## src/design/assert_macros.svh

```systemverilog
// assertion macros shared by the design files
`ifndef ASSERT_MACROS_SVH
`define ASSERT_MACROS_SVH

`ifndef SYNTH

// property must hold at every clock edge outside reset
`define ASSERT_ON(lbl, prop, msg) \
    lbl: assert property (@(posedge clk) disable iff (!rst_n) (prop)) else $error(msg);

// condition must never be seen at a clock edge outside reset
`define ASSERT_NEVER(lbl, cond, msg) \
    lbl: assert property (@(posedge clk) disable iff (!rst_n) !(cond)) else $error(msg);

`else

`define ASSERT_ON(lbl, prop, msg)
`define ASSERT_NEVER(lbl, cond, msg)

`endif

`endif

```

## src/design/hpwq_pkg.sv

```systemverilog
// types and constants of the hall pulse width qualifier
package hpwq_pkg;

    localparam int TIME_W      = 32;
    localparam int COUNT_W     = 16;
    localparam int CFG_INDEX_W = 4;
    localparam int CFG_DATA_W  = 32;

    // result codes
    typedef enum logic [2:0] {
        OUT_ARMED      = 3'd0,
        OUT_GAP_DROP   = 3'd1,
        OUT_ON_ARMED   = 3'd2,
        OUT_OFF_UNARM  = 3'd3,
        OUT_TOO_SHORT  = 3'd4,
        OUT_TOO_LONG   = 3'd5,
        OUT_ACCEPTED   = 3'd6,
        OUT_TAKEN      = 3'd7
    } outcome_t;

    // input operation codes
    localparam logic OP_EDGE = 1'b0;
    localparam logic OP_TAKE = 1'b1;

    // configuration register indexes
    localparam logic [CFG_INDEX_W-1:0] REG_MIN_GAP    = CFG_INDEX_W'(0);
    localparam logic [CFG_INDEX_W-1:0] REG_MIN_WIDTH  = CFG_INDEX_W'(1);
    localparam logic [CFG_INDEX_W-1:0] REG_MAX_WIDTH  = CFG_INDEX_W'(2);
    localparam logic [CFG_INDEX_W-1:0] REG_ACTIVE_LOW = CFG_INDEX_W'(3);

    // register reset values
    localparam logic [TIME_W-1:0] MIN_GAP_RST    = TIME_W'(5000);
    localparam logic [TIME_W-1:0] MIN_WIDTH_RST  = TIME_W'(2000);
    localparam logic [TIME_W-1:0] MAX_WIDTH_RST  = TIME_W'(2000000);
    localparam logic              ACTIVE_LOW_RST = 1'b1;

    localparam logic [COUNT_W-1:0] COUNT_MAX = 16'hFFFF;

endpackage

```

## src/design/hpwq_in_if.sv

```systemverilog
// edge event / take request channel
interface hpwq_in_if;
    import hpwq_pkg::*;

    logic              valid;
    logic              ready;
    logic              op;
    logic [TIME_W-1:0] time_us;
    logic              pin_level;

    modport source (output valid, output op, output time_us, output pin_level, input ready);
    modport sink   (input valid, input op, input time_us, input pin_level, output ready);
endinterface

```

## src/design/hpwq_out_if.sv

```systemverilog
// result channel
interface hpwq_out_if;
    import hpwq_pkg::*;

    logic               valid;
    logic               ready;
    outcome_t           outcome;
    logic               timeout_cancel;
    logic [COUNT_W-1:0] pulse_count;
    logic [TIME_W-1:0]  last_width;

    modport source (output valid, output outcome, output timeout_cancel,
                    output pulse_count, output last_width, input ready);
    modport sink   (input valid, input outcome, input timeout_cancel,
                    input pulse_count, input last_width, output ready);
endinterface

```

## src/design/hpwq_cfg_if.sv

```systemverilog
// configuration write channel
interface hpwq_cfg_if;
    import hpwq_pkg::*;

    logic                   valid;
    logic                   ready;
    logic [CFG_INDEX_W-1:0] index;
    logic [CFG_DATA_W-1:0]  data;

    modport source (output valid, output index, output data, input ready);
    modport sink   (input valid, input index, input data, output ready);
endinterface

```

## src/design/hall_pulse_width_qualifier.sv

```systemverilog
// Hall pulse width qualifier: takes one edge event or count take request per cycle while
// it is not stalled and returns one result word for each, through an input register and then
// a result register. The sustained rate, while results are drained, is one word per clock, set
// by the combinational wrapped subtract and compare against the stored arm time and last
// accepted time, which updates the pulse state before the next word is evaluated. The input
// stalls once the result register waits on the consumer and the input register holds a word.
// There is no clearing pass after reset; configuration writes are taken in any cycle.
`include "assert_macros.svh"

module hall_pulse_width_qualifier (
    input  logic      clk,
    input  logic      rst_n,
    hpwq_cfg_if.sink  cfg,
    hpwq_in_if.sink   events,
    hpwq_out_if.source results
);
    import hpwq_pkg::*;

    // configuration registers
    logic [TIME_W-1:0] min_gap_reg;
    logic [TIME_W-1:0] min_width_reg;
    logic [TIME_W-1:0] max_width_reg;
    logic              active_low_reg;

    // pulse state
    logic               armed_reg,       armed_next;
    logic [TIME_W-1:0]  on_time_reg,     on_time_next;
    logic [TIME_W-1:0]  last_accept_reg, last_accept_next;
    logic [COUNT_W-1:0] count_reg,       count_next;
    logic [TIME_W-1:0]  width_reg,       width_next;

    // input register
    logic              in_vld_reg;
    logic              op_reg;
    logic [TIME_W-1:0] time_reg;
    logic              level_reg;

    // result register
    logic               res_vld_reg, res_vld_next;
    outcome_t           res_outcome_reg, outcome_next;
    logic               res_cancel_reg,  cancel_next;
    logic [COUNT_W-1:0] res_count_reg,   reported_next;
    logic [TIME_W-1:0]  res_width_reg;

    logic              fire;
    logic              take_in;
    logic [TIME_W-1:0] since_on;
    logic [TIME_W-1:0] since_accept;
    logic              stale;
    logic              armed_eff;
    logic              is_active;

    // handshake and pipeline advance
    assign fire    = in_vld_reg && (!res_vld_reg || results.ready);
    assign take_in = !in_vld_reg || fire;
    assign res_vld_next = fire || (res_vld_reg && !results.ready);

    assign events.ready = take_in;
    assign cfg.ready    = 1'b1;

    assign results.valid          = res_vld_reg;
    assign results.outcome        = res_outcome_reg;
    assign results.timeout_cancel = res_cancel_reg;
    assign results.pulse_count    = res_count_reg;
    assign results.last_width     = res_width_reg;

    // wrapped time differences and stale arm check
    assign since_on     = time_reg - on_time_reg;
    assign since_accept = time_reg - last_accept_reg;
    assign stale        = armed_reg && (since_on > max_width_reg);
    assign armed_eff    = armed_reg && !stale;
    assign is_active    = (level_reg == !active_low_reg);

    // classify the word and work out the next pulse state
    always_comb
    begin
        armed_next       = armed_reg;
        on_time_next     = on_time_reg;
        last_accept_next = last_accept_reg;
        count_next       = count_reg;
        width_next       = width_reg;
        cancel_next      = 1'b0;
        outcome_next     = OUT_TAKEN;
        reported_next    = count_reg;
        if (op_reg == OP_TAKE)
        begin
            count_next = '0;
        end
        else
        begin
            cancel_next = stale;
            armed_next  = armed_eff;
            if (is_active)
            begin
                if (since_accept < min_gap_reg)
                    outcome_next = OUT_GAP_DROP;
                else if (armed_eff)
                    outcome_next = OUT_ON_ARMED;
                else
                begin
                    on_time_next = time_reg;
                    armed_next   = 1'b1;
                    outcome_next = OUT_ARMED;
                end
            end
            else if (!armed_eff)
            begin
                outcome_next = OUT_OFF_UNARM;
            end
            else
            begin
                armed_next = 1'b0;
                if (since_on < min_width_reg)
                    outcome_next = OUT_TOO_SHORT;
                else if (since_on > max_width_reg)
                    outcome_next = OUT_TOO_LONG;
                else
                begin
                    if (count_reg != COUNT_MAX)
                        count_next = count_reg + COUNT_W'(1);
                    width_next       = since_on;
                    last_accept_next = time_reg;
                    outcome_next     = OUT_ACCEPTED;
                end
            end
            reported_next = count_next;
        end
    end

    // control, configuration and pulse state
    always_ff @(posedge clk or negedge rst_n)
    begin
        if (!rst_n)
        begin
            min_gap_reg     <= MIN_GAP_RST;
            min_width_reg   <= MIN_WIDTH_RST;
            max_width_reg   <= MAX_WIDTH_RST;
            active_low_reg  <= ACTIVE_LOW_RST;
            armed_reg       <= 1'b0;
            on_time_reg     <= '0;
            last_accept_reg <= '0;
            count_reg       <= '0;
            width_reg       <= '0;
            in_vld_reg      <= 1'b0;
            res_vld_reg     <= 1'b0;
        end
        else
        begin
            if (cfg.valid)
            begin
                case (cfg.index)
                    REG_MIN_GAP:    min_gap_reg    <= cfg.data[TIME_W-1:0];
                    REG_MIN_WIDTH:  min_width_reg  <= cfg.data[TIME_W-1:0];
                    REG_MAX_WIDTH:  max_width_reg  <= cfg.data[TIME_W-1:0];
                    REG_ACTIVE_LOW: active_low_reg <= cfg.data[0];
                    default:        ;
                endcase
            end
            if (fire)
            begin
                armed_reg       <= armed_next;
                on_time_reg     <= on_time_next;
                last_accept_reg <= last_accept_next;
                count_reg       <= count_next;
                width_reg       <= width_next;
            end
            if (take_in)
                in_vld_reg <= events.valid;
            res_vld_reg <= res_vld_next;
        end
    end

    // payload registers
    always_ff @(posedge clk)
    begin
        if (take_in && events.valid)
        begin
            op_reg    <= events.op;
            time_reg  <= events.time_us;
            level_reg <= events.pin_level;
        end
        if (fire)
        begin
            res_outcome_reg <= outcome_next;
            res_cancel_reg  <= cancel_next;
            res_count_reg   <= reported_next;
            res_width_reg   <= width_next;
        end
    end

    // checks on the pulse state logic
    `ASSERT_ON(a_take_clears, fire && (op_reg == OP_TAKE) |=> count_reg == '0, "count not cleared by take")
    `ASSERT_ON(a_arm_sets, fire && (outcome_next == OUT_ARMED) |=> armed_reg, "arm edge did not arm")
    `ASSERT_ON(a_take_no_cancel, res_vld_reg && (res_outcome_reg == OUT_TAKEN) |-> !res_cancel_reg, "cancel flagged on take")
    `ASSERT_ON(a_hold_input, in_vld_reg && !fire |=> in_vld_reg && $stable(time_reg) && $stable(op_reg), "held input word changed")
    `ASSERT_NEVER(a_no_too_long, res_vld_reg && (res_outcome_reg == OUT_TOO_LONG), "too long reported after stale check")

endmodule

```

## src/flat_wrapper.sv

```systemverilog
// flat-port wrapper written by rule: the top's interface ports become plain ports
module hall_pulse_width_qualifier_flat import hpwq_pkg::*;
  (clk, rst_n, cfg_valid, cfg_index, cfg_data, cfg_ready, events_valid, events_op, events_time_us, events_pin_level, events_ready, results_valid, results_outcome, results_timeout_cancel, results_pulse_count, results_last_width, results_ready);
  hpwq_cfg_if cfg_i ();
  hpwq_in_if events_i ();
  hpwq_out_if results_i ();
  input  logic clk;
  input  logic rst_n;
  input wire logic [$bits(cfg_i.valid)-1:0] cfg_valid;
  input wire logic [$bits(cfg_i.index)-1:0] cfg_index;
  input wire logic [$bits(cfg_i.data)-1:0] cfg_data;
  output wire logic [$bits(cfg_i.ready)-1:0] cfg_ready;
  input wire logic [$bits(events_i.valid)-1:0] events_valid;
  input wire logic [$bits(events_i.op)-1:0] events_op;
  input wire logic [$bits(events_i.time_us)-1:0] events_time_us;
  input wire logic [$bits(events_i.pin_level)-1:0] events_pin_level;
  output wire logic [$bits(events_i.ready)-1:0] events_ready;
  output wire logic [$bits(results_i.valid)-1:0] results_valid;
  output wire logic [$bits(results_i.outcome)-1:0] results_outcome;
  output wire logic [$bits(results_i.timeout_cancel)-1:0] results_timeout_cancel;
  output wire logic [$bits(results_i.pulse_count)-1:0] results_pulse_count;
  output wire logic [$bits(results_i.last_width)-1:0] results_last_width;
  input wire logic [$bits(results_i.ready)-1:0] results_ready;
  assign cfg_i.valid = cfg_valid;
  assign cfg_i.index = cfg_index;
  assign cfg_i.data = cfg_data;
  assign cfg_ready = cfg_i.ready;
  assign events_i.valid = events_valid;
  assign events_i.op = events_op;
  assign events_i.time_us = events_time_us;
  assign events_i.pin_level = events_pin_level;
  assign events_ready = events_i.ready;
  assign results_valid = results_i.valid;
  assign results_outcome = results_i.outcome;
  assign results_timeout_cancel = results_i.timeout_cancel;
  assign results_pulse_count = results_i.pulse_count;
  assign results_last_width = results_i.last_width;
  assign results_i.ready = results_ready;
  hall_pulse_width_qualifier u_core (.clk(clk), .rst_n(rst_n), .cfg(cfg_i), .events(events_i), .results(results_i));
endmodule
```

## config.mk

```make
export PLATFORM = sky130hd
export DESIGN_NAME = hall_pulse_width_qualifier_flat
export DESIGN_NICKNAME = d
export VERILOG_FILES = /design/src/design/hpwq_pkg.sv /design/src/design/hpwq_in_if.sv /design/src/design/hpwq_out_if.sv /design/src/design/hpwq_cfg_if.sv /design/src/design/hall_pulse_width_qualifier.sv /design/src/flat_wrapper.sv
export VERILOG_INCLUDE_DIRS = /design/src /design/src/design
export SDC_FILE = /design/constraint.sdc
export NUM_CORES = 1
export LEC_CHECK = 0
export BUFFER_PORTS_ARGS = -buffer_cell sky130_fd_sc_hd__buf_2
export CORE_ASPECT_RATIO = 1.25
export CORE_MARGIN = 8
export CORE_UTILIZATION = 61
export CTS_BUF_LIST = sky130_fd_sc_hd__clkbuf_16
export DETAILED_ROUTE_END_ITERATION = 16
export HOLD_SLACK_MARGIN = 0.12
export PLACE_DENSITY = 0.81
export SYNTH_ARGS = -nofsm -noshare
export SYNTH_HDL_FRONTEND = slang
export SYNTH_SLANG_ARGS = --single-unit
```

## constraint.sdc

```tcl
create_clock -name clk -period 6.6 [get_ports clk]
set_input_delay 0.99 -clock clk [delete_from_list [all_inputs] [get_ports clk]]
set_output_delay 0.99 -clock clk [all_outputs]
set_load 0.05 [all_outputs]
```

* Word-level counts from Yosys, hierarchy flattened
Index checks and enable logic that the tools add are counted.
** Operators by class
- Add/subtract/negate cells :: 3
- Order comparisons :: 3
- Equal/unequal tests :: 5
- Mux-type cells :: 20
- Bitwise logic cells :: 6
- Reductions and logical operators :: 21
** Operators by type and width (count)
- 32-bit 2-to-1 mux :: 5
- 16-bit 2-to-1 mux :: 7
- 32-bit less-than comparator :: 2
- 32-bit subtractor :: 2
- 32-bit greater-than comparator :: 1
- 16-bit by 1-bit adder with 16-bit output (second input constant) :: 1
- 16-bit != test (second input constant) :: 1
- 3-bit 2-to-1 mux :: 4
- 2-bit AND reduction :: 5
- 4-bit by 2-bit equality test with 1-bit output (second input constant) :: 2
- 1-bit inverter :: 6
- 6-bit AND reduction :: 1
- 1-bit logical AND :: 5
- 1-bit logical NOT :: 5
- 5-bit AND reduction :: 1
- 4-bit by 1-bit equality test with 1-bit output (second input constant) :: 1
- 4-bit logical NOT :: 1
- 2-bit 2-to-1 mux :: 2
- 1-bit logical OR :: 3
- 1-bit 2-to-1 mux :: 2
- 1-bit equality test :: 1
** Word-level totals
- Bits in registers :: 298
- Input bits :: 75
- Output and inout bits :: 55
- Logic and storage cells :: 76

* Longest topological paths before layout
- Depth in word-level cells :: 8
- Gate-level depth with buffers :: 24
- Depth with buffers taken out :: 23

* Worst setup path before layout
OpenSTA, ideal clock, no wires.
- Path kind :: reg2reg
- Start point :: reg u_core.time_reg[0]
- End point :: reg u_core.res_count_reg[1] (netlist: u_core.results.pulse_count[1]) (data pin)
- Library setup time :: 0.262 ns
- Arrival time :: 4.757 ns
- Data required time :: 6.338 ns
- Path slack :: 1.581 ns
- Cell stages (with the launch flop) :: 22
- Buffers on the path :: 1
- Period minus slack after synthesis :: 5.019 ns
- Path through :: edfxtp_1 -> inv_1 -> ha_1 -> fa_1 -> nand2b_1 -> a21o_1 -> a211oi_1 -> or2_1 -> a41oi_1 -> o311a_1 -> or4_1 -> o211ai_1 -> ha_1 -> and4_1 -> a21oi_1 -> o21ai_1 -> nor4b_2 -> nor2_1 -> nor3_2 -> buf_4 -> nand2_1 -> mux2_1
** On the way
- Longest elaborated chain between the ends :: 8
- Elaborated cells on any way between the ends :: 11
- Classes of those cells :: add/sub (1); order compare (2); mux (5); reduce/logical (3)
** Ends and longest elaborated chain
- start: declaration :: RTL line hall_pulse_width_qualifier.sv:35 : logic [TIME_W-1:0] time_reg;
- start signal: assignment :: RTL line hall_pulse_width_qualifier.sv:179 : time_reg <= events.time_us;
- 32-bit subtractor (*) :: RTL line hall_pulse_width_qualifier.sv:68 : assign since_on = time_reg - on_time_reg;
- 32-bit greater-than comparator :: RTL line hall_pulse_width_qualifier.sv:70, hall_pulse_width_qualifier.sv:115
- 1-bit logical AND :: RTL line hall_pulse_width_qualifier.sv:70 : assign stale = armed_reg && (since_on > max_width_reg);
- 1-bit logical NOT :: RTL line hall_pulse_width_qualifier.sv:71 : assign armed_eff = armed_reg && !stale;
- 1-bit logical AND :: RTL line hall_pulse_width_qualifier.sv:71
- 16-bit 2-to-1 mux (*) :: RTL line hall_pulse_width_qualifier.sv:106 : else if (!armed_eff)
- 16-bit 2-to-1 mux (*) :: RTL line hall_pulse_width_qualifier.sv:93 : if (is_active)
- 16-bit 2-to-1 mux (*) :: RTL line hall_pulse_width_qualifier.sv:85 : if (op_reg == OP_TAKE)
- net u_core.reported_next[1] :: RTL line hall_pulse_width_qualifier.sv:42 : logic [COUNT_W-1:0] res_count_reg, reported_next;
- end signal: assignment :: RTL line hall_pulse_width_qualifier.sv:186 : res_count_reg <= reported_next;
- end: declaration :: RTL line hall_pulse_width_qualifier.sv:42
Mark *: on every way through the listed nets, which the timed path passes. The rest lies on a longest branch.
A chain may end at the register's enable or synchronous reset.

* Final worst setup path
- Start point :: reg u_core.time_reg[0]
- End point :: reg u_core.last_accept_reg[31]
** On the way
- Longest elaborated chain between the ends :: 6
- Elaborated cells on any way between the ends :: 9
- Classes of those cells :: add/sub (1); order compare (2); bitwise (2); reduce/logical (4)
** Ends and longest elaborated chain
- 32-bit subtractor (*) :: RTL line hall_pulse_width_qualifier.sv:68
- 32-bit greater-than comparator :: RTL line hall_pulse_width_qualifier.sv:70, hall_pulse_width_qualifier.sv:115
- 1-bit logical AND :: RTL line hall_pulse_width_qualifier.sv:70
- 1-bit logical NOT :: RTL line hall_pulse_width_qualifier.sv:71
- 1-bit logical AND :: RTL line hall_pulse_width_qualifier.sv:71
- 6-bit AND reduction (no source line) (*)
- end signal: assignment :: RTL line hall_pulse_width_qualifier.sv:163 : last_accept_reg <= last_accept_next;
- end: declaration :: RTL line hall_pulse_width_qualifier.sv:28 : logic [TIME_W-1:0] last_accept_reg, last_accept_next;
Mark *: on every way between the ends. The rest lies on a longest branch, timed or not.

==> impl_metrics.json <==
{
  "areaGrowthSynthToFinish_pct": 11.01,
  "pre_cts_ws_ns": 0.4999,
  "dieHeight_um": 203.4,
  "h-tree-depth": 1,
  "switching_share": 0.4171,
  "num_rows": 68,
  "grt_max_degree": 79,
  "maxSlewHeadroom": 0.2904,
  "fin_crit_ns": 6.213,
  "worstPathCellList": "inv_1 > ha_1 > fa_1 > nand2b_1 > a21o_1 > a211oi_1 > or2_1 > a41oi_1 > o311a_1 > or4_1 > o211ai_1 > ha_1 > and4_1 > a21oi_1 > o21ai_1 > nor4b_2 > nor2_1 > nor4_4 > buf_4 > mux2_2",
  "fin_util": 0.6880,
  "peakVddDrop_v": 0.0002656,
  "clk_latency_ns": 0.56,
  "rsz0062_at_grt": "no",
  "intPower_uw": 5332,
  "syn_avg_cell_area_sq_um": 10.57,
  "r2r_setup_slack_ns": 0.39,
  "ys_seq_area_frac": 0.4617,
  "slew_violations": 0,
  "core_area_sq_um": 27650,
  "synth_edf_count": 86,
  "synth_top_cell_by_area": "dfrtp_1",
  "critPathMaxStageDelay_ns": 0.56,
  "fmax_mhz": 161.0,
  "fin_nets": 1977,
  "synth_area_sq_um": 17140,
  "drc": 0,
  "switchingPower_uw": 3815,
  "worst_path_max_delay_cell": "buf_4",
  "final.fill_count": 2003,
  "io_pins": 130,
  "place.detailed.hpwl_mm": 29.14,
  "drive_above_1_share": 0.2002,
  "cp_common_cell": "ha_1",
  "power.leakage_uw": 0.008960,
  "pwr-share-clk": 0.170,
  "cap_violations": 0,
  "async_reset_ff_frac": 0.7114,
  "start_util": 0.6197,
  "grt_pass1_vias": 12840,
  "gp_congestion": 0.8994,
  "clkSinkCount": 298,
  "dr_total_vias": 12580,
  "grt_first_pass_wirelength_mm": 63.38,
  "worstSetupPathType": "reg2reg",
  "dieArea_sq_um": 33750,
  "wl_per_cell_um": 18.33,
  "fin_skew_ns": 0.01610,
  "p_per_area_nw_per_um2": 480.9,
  "ys_types": 80,
  "syn_inst": 1622,
  "hold_viol_final": 0,
  "worstMarginPinSlew_ns": 1.064,
  "outcome": "finished clean",
  "yosysWarningCount": 0,
  "cts_tree": "built",
  "worstSetupStartpointType": "register",
  "yosysMostFrequentCell": "dfrtp_1",
  "drtIter0Drc": 895,
  "grt_usage": 0.2264,
  "post_cts_buffers": 0,
  "hp-class": "in2async",
  "die_w_um": 165.9,
  "crit_arrival_ns": 6.65,
  "power_frac_comb": 0.533,
  "worstPathMaxFanout": 70,
  "cts_buffer_depth": 3,
  "wirelength_mm": 38.82,
  "p_seq_frac": 0.297,
  "numCtsBuffers": 31,
  "cts-resized-gates": 0,
  "drtAntennaViolNets": 0,
  "synthesis.nets": 1856,
  "setup_viol": 0,
  "ys_top_cells_by_count": "dfrtp_1 (193), inv_1 (178), ha_1 (157)",
  "ys_ff_latch": 298,
  "diodes": 0,
  "grt_overflow_total": 0,
  "vias_per_cell": 5.938,
  "synthFlopType": "dfrtp_1",
  "endpoint_kind": "register",
  "fin_cells": 2118,
  "dp.cells": 2060,
  "fin_tns_setup_ns": 0,
  "synth_top_area_share": 0.2818,
  "ys_top_cells_by_area": "dfrtp_1 (28%), edfxtp_1 (15%), ha_1 (11%)",
  "critPathRequiredTime_ns": 7.04,
  "fin_crit_sh": 0.9414,
  "firstDrtPassIters": 6,
  "cts_hold_buf": 0,
  "antenna_found_initial": 0,
  "portBuffers": 128,
  "cts_root_buf": "clkbuf_16",
  "setup_ws_ns": 0.3871,
  "cts.clk_slew.worst_paths_ns": 0.06
}
[cells in the final DEF (no fill, tap or decap), types with 18 or more instances in the layout]
master     instances
xor2_1            18
inv_1            193
nor2_1            53
nand2_1          149
buf_2            127
ha_1             157
and3_1            21
edfxtp_1          86
nand3_1           32
xnor2_1           49
a21o_1            48
dfstp_2           19
o21ai_0          128
mux2_2           126
clkbuf_16         32
nand4_1           19
a21oi_1           79
dfrtp_1          193
[cell families (layout without fill, tap and decap cells)]
kind of cell	Yosys count	in the layout	share of synthesized area
muxes	137	137	0.08944
AOI/OAI and AO/OA	376	376	0.1454
other	1	1	0.0002188
adders and majority gates	159	159	0.1170
and+or+nand+nor	354	354	0.09937
DFF	298	298	0.4617
xor gates and xnor gates	67	67	0.03424
buffers and inverters	230	376	0.05264
[metrics by stage]
stage,instance area [sq um],total power [uW],hold WS [ns]
floorplan,17140,6302,0.4569
global placement,18110,7263,0.4674
global route,19020,9825,0.4665
detailed placement,18110,7517,0.4791
CTS,19020,9139,0.4458
finish,19020,9148,0.4283
[path summary, 6_finish.rpt]
| check | startpoint | end | cells after the start |
|---|---|---|---|
| worst max-delay path | u_core.time_reg[0] | u_core.last_accept_reg[31] | 20 |
| worst min-delay path | rst_n | u_core.width_reg[0] | 1 |
| worst max register to register | u_core.time_reg[0] | u_core.last_accept_reg[31] | 20 |
| worst min register to register | u_core.on_time_reg[7] | u_core.on_time_reg[7] | 1 |
| max in group asynchronous | rst_n | u_core.armed_reg | 2 |
| min in group clk | u_core.on_time_reg[7] | u_core.on_time_reg[7] | 1 |
[power by group through the flow]
stage	combinational (uW)	clock, uW	sequential, uW
CTS	4840	1590	2710
global route	5400	1650	2770
global placement	4550	0	2720
floorplan	3380	0	2930
detailed placement	4770	0	2740
finish	4880	1560	2710
[layout make-up]
type | instances | area [sq um] | area share
Clock buffer | 32 | 800.8 | 0.04209
Clock inverter | 26 | 107.6 | 0.005656
Inverter | 178 | 668.1 | 0.03512
Multi-Input combinational cell | 1094 | 8358 | 0.4394
Sequential cell | 298 | 7911 | 0.4159
Tap cell | 350 | 437.9 | 0.02302
Timing Repair Buffer | 140 | 739.5 | 0.03887
[routing by layer]
layer / share of wire / vias to the layer above / global-route usage
li1: - / 6006 / -
met1: 0.43 / 6126 / 0.2806
met2: 0.49 / 348 / 0.3957
met3: 0.048 / 97 / 0.02960
met4: 0.036 / 0 / 0.09366
met5: 0 / - / 0
[worst max-delay path: cells and delay by family, from the launching register on]
kind | cells | cell delay [ns]
AOI/OAI and AO/OA | 7 | 1.74
adders and majority gates | 3 | 0.96
buffers and inverters | 2 | 0.63
DFF | 1 | 0.37
muxes | 1 | 0.40
and+or+nand+nor | 7 | 1.93
Power figures use the tool's default switching activity.
